--- config.mk ---
export PLATFORM = sky130hd
export DESIGN_NAME = media_header_fragmenter
export DESIGN_NICKNAME = d
export VERILOG_FILES = /design/src/rtl/mhf_pkg.sv /design/src/rtl/mhf_front.sv /design/src/rtl/mhf_queue.sv /design/src/rtl/mhf_back.sv /design/src/rtl/media_header_fragmenter.sv
export VERILOG_INCLUDE_DIRS = /design/src /design/src/rtl
export SDC_FILE = /design/constraint.sdc
export NUM_CORES = 2
export LEC_CHECK = 0
export BUFFER_PORTS_ARGS = -buffer_cell sky130_fd_sc_hd__buf_2
export CAP_MARGIN = 20
export CORE_AREA = 3 3 316 318
export DETAILED_ROUTE_END_ITERATION = 8
export DIE_AREA = 0 0 319 321
export PLACE_DENSITY = 0.81
export SKIP_CTS_REPAIR_TIMING = 1
export SYNTH_ARGS = -nofsm -noshare
export SYNTH_HDL_FRONTEND = slang
export SYNTH_SLANG_ARGS = --single-unit
--- constraint.sdc ---
create_clock -name i_clk -period 17.8 [get_ports i_clk]
set_input_delay 1.78 -clock i_clk [delete_from_list [all_inputs] [get_ports i_clk]]
set_output_delay 1.78 -clock i_clk [all_outputs]
set_load 0.02 [all_outputs]
--- src/rtl/media_header_fragmenter_defines.svh ---
// Assertion macros for the media header fragmenter.
// Included by the top level; no other dependencies.
`ifndef MEDIA_HEADER_FRAGMENTER_DEFINES_SVH
`define MEDIA_HEADER_FRAGMENTER_DEFINES_SVH
`ifndef SYNTHESIS
`define MHF_ASSERT_IMPLY(lbl, clk, rstn, ante, cons) \
    lbl: assert property (@(posedge clk) disable iff (!(rstn)) (ante) |-> (cons)) \
        else $error("mhf: implication check failed");
`define MHF_ASSERT_NEXT(lbl, clk, rstn, ante, cons) \
    lbl: assert property (@(posedge clk) disable iff (!(rstn)) (ante) |=> (cons)) \
        else $error("mhf: next-cycle check failed");
`else
`define MHF_ASSERT_IMPLY(lbl, clk, rstn, ante, cons)
`define MHF_ASSERT_NEXT(lbl, clk, rstn, ante, cons)
`endif
`endif

--- src/rtl/mhf_pkg.sv ---
// Shared types and constants of the media header fragmenter.
// No dependencies.
`timescale 1ns / 1ps
package mhf_pkg;

    localparam int HEADER_BYTES = 36;
    localparam int HDR_BITS     = HEADER_BYTES * 8;
    localparam int HDR_CNT_W    = 6;
    localparam int S_TDATA_W    = 360;
    localparam int M_TDATA_W    = 88;
    localparam logic [15:0] CFG_RESET = 16'd1024;

    typedef enum logic {
        KIND_START = 1'b0,
        KIND_DATA  = 1'b1
    } t_kind;

    typedef struct packed {
        t_kind       kind;
        logic [31:0] track_id;
        logic [63:0] pts;
        logic [63:0] dts;
        logic [63:0] duration;
        logic [7:0]  media_type;
        logic [7:0]  media_flag;
        logic [7:0]  bit_format;
        logic [7:0]  packet_type;
        logic [31:0] data_size;
        logic [63:0] stamp;
        logic [7:0]  data_byte;
    } t_entry;

    typedef struct packed {
        logic full;
        logic empty;
    } t_q_stat;

    typedef struct packed {
        logic pop;
        logic hdr_busy;
    } t_back_stat;

endpackage

--- src/rtl/mhf_front.sv ---
// Front end: accepts input words, unpacks them and drops excess data bytes.
// Depends on mhf_pkg.
`timescale 1ns / 1ps
module mhf_front (
    input  logic                          i_clk,
    input  logic                          i_rst_n,
    input  logic                          s_axis_tvalid,
    output logic                          s_axis_tready,
    input  logic [mhf_pkg::S_TDATA_W-1:0] s_axis_tdata,
    input  logic                          s_axis_tuser,
    input  mhf_pkg::t_q_stat              i_q_stat,
    output logic                          o_push,
    output mhf_pkg::t_entry               o_entry
);
    import mhf_pkg::*;

    // data bytes still expected for the current packet
    logic [31:0] r_data_left;
    logic [31:0] n_data_left;
    logic        accept;

    assign s_axis_tready = !i_q_stat.full;
    assign accept        = s_axis_tvalid && s_axis_tready;

    always_comb begin
        o_entry.kind        = t_kind'(s_axis_tuser);
        o_entry.track_id    = s_axis_tdata[31:0];
        o_entry.pts         = s_axis_tdata[95:32];
        o_entry.dts         = s_axis_tdata[159:96];
        o_entry.duration    = s_axis_tdata[223:160];
        o_entry.media_type  = s_axis_tdata[231:224];
        o_entry.media_flag  = s_axis_tdata[239:232];
        o_entry.bit_format  = s_axis_tdata[247:240];
        o_entry.packet_type = s_axis_tdata[255:248];
        o_entry.data_size   = s_axis_tdata[287:256];
        o_entry.stamp       = s_axis_tdata[351:288];
        o_entry.data_byte   = s_axis_tdata[359:352];
    end

    always_comb begin
        o_push      = 1'b0;
        n_data_left = r_data_left;
        if (accept) begin
            if (o_entry.kind == KIND_START) begin
                o_push      = 1'b1;
                n_data_left = o_entry.data_size;
            end else if (r_data_left != 32'd0) begin
                o_push      = 1'b1;
                n_data_left = r_data_left - 32'd1;
            end
        end
    end

    always_ff @(posedge i_clk) begin
        if (!i_rst_n) begin
            r_data_left <= 32'd0;
        end else begin
            r_data_left <= n_data_left;
        end
    end

endmodule

--- src/rtl/mhf_queue.sv ---
// Short FIFO between front and back end.
// Depends on mhf_pkg.
`timescale 1ns / 1ps
module mhf_queue #(
    parameter int DEPTH = 2
) (
    input  logic             i_clk,
    input  logic             i_rst_n,
    input  logic             i_push,
    input  mhf_pkg::t_entry  i_entry,
    input  logic             i_pop,
    output mhf_pkg::t_entry  o_entry,
    output mhf_pkg::t_q_stat o_stat
);
    import mhf_pkg::*;

    localparam int AW = (DEPTH > 1) ? $clog2(DEPTH) : 1;
    localparam int CW = $clog2(DEPTH + 1);

    t_entry        r_mem [DEPTH];
    logic [AW-1:0] r_wr_ptr;
    logic [AW-1:0] r_rd_ptr;
    logic [CW-1:0] r_count;
    logic          do_push;
    logic          do_pop;

    assign o_stat.full  = (r_count == CW'(DEPTH));
    assign o_stat.empty = (r_count == '0);
    assign do_push      = i_push && !o_stat.full;
    assign do_pop       = i_pop && !o_stat.empty;
    assign o_entry      = r_mem[r_rd_ptr];

    function automatic logic [AW-1:0] bump(input logic [AW-1:0] p);
        bump = (p == AW'(DEPTH - 1)) ? '0 : p + AW'(1);
    endfunction

    always_ff @(posedge i_clk) begin
        if (do_push) begin
            r_mem[r_wr_ptr] <= i_entry;
        end
    end

    always_ff @(posedge i_clk) begin
        if (!i_rst_n) begin
            r_wr_ptr <= '0;
            r_rd_ptr <= '0;
            r_count  <= '0;
        end else begin
            if (do_push) r_wr_ptr <= bump(r_wr_ptr);
            if (do_pop)  r_rd_ptr <= bump(r_rd_ptr);
            if (do_push && !do_pop)      r_count <= r_count + CW'(1);
            else if (do_pop && !do_push) r_count <= r_count - CW'(1);
        end
    end

endmodule

--- src/rtl/mhf_back.sv ---
// Back end: expands headers, fragments the byte stream, drives the output register.
// Depends on mhf_pkg.
`timescale 1ns / 1ps
module mhf_back (
    input  logic                          i_clk,
    input  logic                          i_rst_n,
    input  logic [15:0]                   i_max_frag,
    input  mhf_pkg::t_entry               i_entry,
    input  mhf_pkg::t_q_stat              i_q_stat,
    output mhf_pkg::t_back_stat           o_stat,
    output logic                          m_axis_tvalid,
    input  logic                          m_axis_tready,
    output logic [mhf_pkg::M_TDATA_W-1:0] m_axis_tdata,
    output logic                          m_axis_tuser,
    output logic                          m_axis_tlast
);
    import mhf_pkg::*;

    logic [15:0]          r_seq;
    logic [32:0]          r_rem;
    logic [15:0]          r_fill;
    logic [63:0]          r_stamp;
    logic [HDR_BITS-1:0]  r_hdr;
    logic [HDR_CNT_W-1:0] r_hdr_cnt;

    logic        r_out_valid;
    logic [7:0]  r_out_byte;
    logic [15:0] r_out_seq;
    logic [63:0] r_out_stamp;
    logic        r_out_marker;
    logic        r_out_last;

    logic        adv;
    logic        hdr_busy;
    logic        pop;
    logic        emit_hdr;
    logic        emit;
    logic        load_start;
    logic [7:0]  emit_byte;
    logic [15:0] maxb;
    logic [15:0] slot;
    logic        frag_last;
    logic        marker;
    logic [15:0] seq_out;

    assign adv        = !r_out_valid || m_axis_tready;
    assign hdr_busy   = (r_hdr_cnt != '0);
    assign pop        = adv && !hdr_busy && !i_q_stat.empty;
    assign emit_hdr   = adv && hdr_busy;
    assign load_start = pop && (i_entry.kind == KIND_START);
    assign emit       = emit_hdr || (pop && (i_entry.kind == KIND_DATA) && (r_rem != 33'd0));
    assign emit_byte  = emit_hdr ? r_hdr[HDR_BITS-1 -: 8] : i_entry.data_byte;

    assign o_stat.pop      = pop;
    assign o_stat.hdr_busy = hdr_busy;

    // fragment bookkeeping for the byte going out this cycle
    always_comb begin
        maxb      = (i_max_frag == 16'd0) ? 16'd1 : i_max_frag;
        slot      = (maxb > r_fill) ? (maxb - r_fill) : 16'd1;
        frag_last = (({1'b0, r_fill} + 17'd1) >= {1'b0, maxb}) || (r_rem == 33'd1);
        marker    = (r_rem <= {17'd0, slot});
        seq_out   = (r_fill == 16'd0) ? r_seq : (r_seq - 16'd1);
    end

    always_ff @(posedge i_clk) begin
        if (!i_rst_n) begin
            r_seq       <= 16'd0;
            r_rem       <= 33'd0;
            r_fill      <= 16'd0;
            r_stamp     <= 64'd0;
            r_hdr_cnt   <= '0;
            r_out_valid <= 1'b0;
        end else begin
            if (load_start) begin
                r_hdr_cnt <= HDR_CNT_W'(HEADER_BYTES);
                r_rem     <= 33'(HEADER_BYTES) + {1'b0, i_entry.data_size};
                r_fill    <= 16'd0;
                r_stamp   <= i_entry.stamp;
            end else if (emit) begin
                if (emit_hdr) r_hdr_cnt <= r_hdr_cnt - HDR_CNT_W'(1);
                if (r_fill == 16'd0) r_seq <= r_seq + 16'd1;
                r_rem  <= r_rem - 33'd1;
                r_fill <= frag_last ? 16'd0 : (r_fill + 16'd1);
            end
            if (adv) r_out_valid <= emit;
        end
    end

    always_ff @(posedge i_clk) begin
        if (load_start) begin
            r_hdr <= {i_entry.track_id, i_entry.pts, i_entry.dts, i_entry.duration,
                      i_entry.media_type, i_entry.media_flag, i_entry.bit_format,
                      i_entry.packet_type, i_entry.data_size};
        end else if (emit_hdr) begin
            r_hdr <= {r_hdr[HDR_BITS-9:0], 8'd0};
        end
        if (adv && emit) begin
            r_out_byte   <= emit_byte;
            r_out_seq    <= seq_out;
            r_out_stamp  <= r_stamp;
            r_out_marker <= marker;
            r_out_last   <= frag_last;
        end
    end

    assign m_axis_tvalid = r_out_valid;
    assign m_axis_tdata  = {r_out_stamp, r_out_seq, r_out_byte};
    assign m_axis_tuser  = r_out_marker;
    assign m_axis_tlast  = r_out_last;

endmodule

--- src/rtl/media_header_fragmenter.sv ---
// Top level of the media header fragmenter: config register, front, queue, back.
// Depends on mhf_pkg, mhf_front, mhf_queue, mhf_back, media_header_fragmenter_defines.svh.
//
// Channel   | Direction | Handshake                    | Payload
// ----------+-----------+------------------------------+--------------------------------
// s_axis    | in        | s_axis_tvalid/s_axis_tready  | tdata 360b, tuser = kind
// m_axis    | out       | m_axis_tvalid/m_axis_tready  | tdata 88b, tuser marker, tlast
// cfg       | in        | i_cfg_valid/o_cfg_ready      | max_fragment_bytes (16b)
//
// The back end emits one byte per cycle while the output is not stalled.
// A start word first loads the header shift register, then the back end emits
// 36 header bytes; the front keeps accepting into the queue meanwhile.
// Reset (synchronous, active low) clears sequence, counters, queue, output valid;
// max_fragment_bytes returns to 1024. A stalled output holds the output register
// and, once the queue fills, s_axis_tready drops.
`timescale 1ns / 1ps
`include "media_header_fragmenter_defines.svh"
module media_header_fragmenter #(
    parameter int QUEUE_DEPTH = 2
) (
    input  logic                          i_clk,
    input  logic                          i_rst_n,
    // slave stream
    input  logic                          s_axis_tvalid,
    output logic                          s_axis_tready,
    // tdata, low bit up: track_id[31:0], pts[95:32], dts[159:96], duration[223:160],
    // media_type[231:224], media_flag[239:232], bit_format[247:240],
    // packet_type[255:248], data_size[287:256], stamp[351:288], data_byte[359:352]
    input  logic [mhf_pkg::S_TDATA_W-1:0] s_axis_tdata,
    // tuser: kind (0 start, 1 data byte)
    input  logic                          s_axis_tuser,
    // master stream
    output logic                          m_axis_tvalid,
    input  logic                          m_axis_tready,
    // tdata, low bit up: out_byte[7:0], sequence_res[23:8], fragment_stamp[87:24]
    output logic [mhf_pkg::M_TDATA_W-1:0] m_axis_tdata,
    // tuser: marker (word lies in the packet's final fragment)
    output logic                          m_axis_tuser,
    // tlast: fragment_end
    output logic                          m_axis_tlast,
    // config write channel
    input  logic                          i_cfg_valid,
    output logic                          o_cfg_ready,
    input  logic [15:0]                   i_cfg_data
);
    import mhf_pkg::*;

    logic [15:0] r_max_frag;
    logic        push;
    t_entry      front_entry;
    t_entry      q_entry;
    t_q_stat     q_stat;
    t_back_stat  back_stat;

    // user must write config only while idle (not enforced here), so the back end reads it directly
    assign o_cfg_ready = 1'b1;

    always_ff @(posedge i_clk) begin
        if (!i_rst_n) begin
            r_max_frag <= CFG_RESET;
        end else if (i_cfg_valid && o_cfg_ready) begin
            r_max_frag <= i_cfg_data;
        end
    end

    mhf_front u_front (
        .i_clk         (i_clk),
        .i_rst_n       (i_rst_n),
        .s_axis_tvalid (s_axis_tvalid),
        .s_axis_tready (s_axis_tready),
        .s_axis_tdata  (s_axis_tdata),
        .s_axis_tuser  (s_axis_tuser),
        .i_q_stat      (q_stat),
        .o_push        (push),
        .o_entry       (front_entry)
    );

    mhf_queue #(
        .DEPTH (QUEUE_DEPTH)
    ) u_queue (
        .i_clk   (i_clk),
        .i_rst_n (i_rst_n),
        .i_push  (push),
        .i_entry (front_entry),
        .i_pop   (back_stat.pop),
        .o_entry (q_entry),
        .o_stat  (q_stat)
    );

    mhf_back u_back (
        .i_clk         (i_clk),
        .i_rst_n       (i_rst_n),
        .i_max_frag    (r_max_frag),
        .i_entry       (q_entry),
        .i_q_stat      (q_stat),
        .o_stat        (back_stat),
        .m_axis_tvalid (m_axis_tvalid),
        .m_axis_tready (m_axis_tready),
        .m_axis_tdata  (m_axis_tdata),
        .m_axis_tuser  (m_axis_tuser),
        .m_axis_tlast  (m_axis_tlast)
    );

    // front never pushes into a full queue
    `MHF_ASSERT_IMPLY(a_no_overflow, i_clk, i_rst_n, push, !q_stat.full)
    // back end only pops a non-empty queue
    `MHF_ASSERT_IMPLY(a_no_underflow, i_clk, i_rst_n, back_stat.pop, !q_stat.empty)
    // header expansion blocks the queue until all 36 bytes are out
    `MHF_ASSERT_IMPLY(a_hdr_blocks_pop, i_clk, i_rst_n, back_stat.hdr_busy, !back_stat.pop)
    // a popped start word begins header expansion on the next cycle
    `MHF_ASSERT_NEXT(a_start_loads_hdr, i_clk, i_rst_n,
        back_stat.pop && (q_entry.kind == KIND_START), back_stat.hdr_busy)

endmodule
==> results.toml <==
[run_status]
status = "finished, final reports clean"

[final_layout]
layout-drive-gt1-share_pct = 17.5
final_cell_mix = "edfxtp_1, buf_2, nand2_1"
num-nets-final = 4543
areaGrowthSynthToFinish_pct = 15.0
final_common_cell = "edfxtp_1"
stdcell_area_sq_um = 59100

[global_routing]
grt_start_max_net_pins = 188
grt_first_pass_wirelength_mm = 171
grt_overflow = 0
gr-usage-all-layers_pct = 21.4
grt_antenna_before_repair = 19
first_global_vias = 30500

[worst_hold_path]
hold_path_class = "reg -> reg"
hold_depth = 0

[worst_setup_path]
ff2ff_path_depth = 8
startpoint_type = "input pin"
cp-end-kind = "register"
critPathMaxFanout = 65
reg2reg_slack_ns = 11.72
crit_type = "in -> reg"
arrival_ns = 7.03
crit_required_ns = 18.15

[synth]
syn_avg_cell_area_sq_um = 14.0
async_flop_share_pct = 0
synth_seq_cells = 1289
synth_seq_area_share_pct = 71.7
syn_nets = 4115
synth_ff_type = "edfxtp_1"
synth_edf_count = 1100
yosysUniqueCellTypes = 80
synth_cells = 3673
syn_area_sq_um = 51400
synth_warnings = 0

[timing]
hold_viol_final = 0
fin_tns_setup_ns = 0
rsz0062_at_grt = "no"
timing.fmax_mhz = 150
clock_skew_ns = 0.0299
finalCriticalPeriod_ns = 6.68
setup-violations-final = 0
relSlewSlack_pct = 26.2
min_period_over_period_pct = 37.5
slew_violations = 0
worst_pin_slew_ns = 1.11

[cts]
cts_max_level = 4
cts_buffer_depth = 3
cts_made_buffers = 132
tritoncts = "done"
clk_pin_slew_ns = 0.06
cts_root_buf = "clkbuf_16"
clock_sinks = 1289
clock_latency_ns = 0.74

[floorplan]
start_util_pct = 53.0
core_sq_um = 96900
die_width_microns = 319
fp.dieArea_sq_um = 102000
dieHeight_microns = 321
ios = 475
placementRows = 114

[place]
numPortBuffers = 473
placed_area_sq_um = 54800
dp_hpwl_mm = 71.5
gp_congestion = 0.860

[route]
via_per_inst = 5.69
wl_per_cell_microns = 20.3
vias = 31300
drtIter0Drc = 3107
drtAntennaViolNets = 0
drt_first_pass_iters = 7
drc_errors = 0
wirelength_mm = 112

[pwr]
power_mw = 10.1
power.density_nw_per_um2 = 171
power.leakage_nw = 21.2
ir_worst_vdd_mv = 0.115

[job]
drv_cap = 0
==> Yosys cell counts, types with 17 or more instances <==
cell type / instances / area share [%]
edfxtp_1: 1100 / 64
nand2_1: 417 / 3.0
o21ai_0: 378 / 3.7
mux2i_1: 372 / 7.2
dfxtp_1: 189 / 7.4
nor2_1: 182 / 1.3
clkbuf_1: 139 / 1.0
a21oi_1: 105 / 1.0
a211oi_1: 76 / 1.1
inv_1: 66 / 0.48
buf_2: 62 / 0.60
nand3_1: 60 / 0.58
ha_1: 59 / 1.4
nor3_1: 53 / 0.52
xnor2_1: 50 / 0.85
or3_1: 26 / 0.32
a31oi_1: 23 / 0.28
nand4_1: 23 / 0.28
xor2_1: 23 / 0.39
nor4_1: 20 / 0.24
and2_1: 17 / 0.21
==> worst paths after layout <==
path | from | to
hold reg to reg | u_back.r_stamp[63] | u_back.r_out_stamp[63]
setup / recovery | m_axis_tready | u_back.r_hdr[166]
hold / removal | u_back.r_stamp[63] | u_back.r_out_stamp[63]
setup reg to reg | u_back.r_hdr_cnt[5] | u_back.r_hdr[166]
==> metal layers <==
| layer | part of all wire (%) | routed length [microns] | track usage (%) |
|---|---|---|---|
| met5 | 0.074 | 83 | 0 |
| met4 | 3.3 | 3640 | 8.47 |
| met3 | 6.8 | 7570 | 4.33 |
| met2 | 50 | 55600 | 36.1 |
| met1 | 40 | 44600 | 27.3 |
==> cell families after synthesis <==
kind of cell / share of synthesized area [%]
AOI/OAI and AO/OA: 7.95
xor gates and xnor gates: 1.24
adders and majority gates: 1.48
buffers and inverters: 2.23
DFF: 71.7
muxes: 7.49
other: 0.00730
and+or+nand+nor: 7.93
==> sequential cells by signal, summed over array words and instances (netlist names), 2 cells and up, named ones only <==
register,flops
r_max_frag,16
u_back.r_fill,16
u_back.r_hdr,288
u_back.r_hdr_cnt,6
u_back.r_out_byte,8
u_back.r_out_seq,16
u_back.r_out_stamp,64
u_back.r_rem,33
u_back.r_seq,16
u_back.r_stamp,64
u_front.r_data_left,32
u_queue.r_count,2
u_queue.r_mem,722
==> worst max-delay path, stage by stage <==
cell	delay [ns]
buf_2	0.07
nand2b_1	0.22
nand4_1	0.44
or2_4	0.65
nand2_4	0.65
buf_4	0.78
buf_4	0.79
buf_4	0.67
buf_4	0.77
==> report_power, final <==
part | switching (mW) | total, mW | leakage (nW) | internal [mW]
Combinational | 1.74 | 2.55 | 6.92 | 0.809
Sequential | 0.336 | 4.82 | 12.1 | 4.48
Clock | 1.15 | 2.72 | 2.09 | 1.57
Total | 3.22 | 10.1 | 21.2 | 6.86
==> through the flow <==
| stage | cells | hold slack [ns] | util (%) | worst slack (ns) |
|---|---|---|---|---|
| floorplan | 3673 | 0.409 | - | 5.42 |
| global placement | 5242 | 0.414 | 56.5 | 10.36 |
| detailed placement | 5243 | 0.415 | 56.6 | 10.26 |
| CTS | 5478 | 0.417 | 61.0 | 11.05 |
| global route | 5487 | 0.437 | 61.0 | 10.69 |
| finish | 5492 | 0.421 | 61.0 | 11.12 |
==> cell type report <==
class,count,area [sq um]
Fill cell,7067,37800
Sequential cell,1289,36800
Multi-Input combinational cell,2106,13400
Clock buffer,166,3510
Timing Repair Buffer,503,2660
Tap cell,1276,1600
Clock inverter,69,766
Inverter,69,264
Antenna cell,14,35.0
No activity file was read; power rests on OpenSTA's default activity.
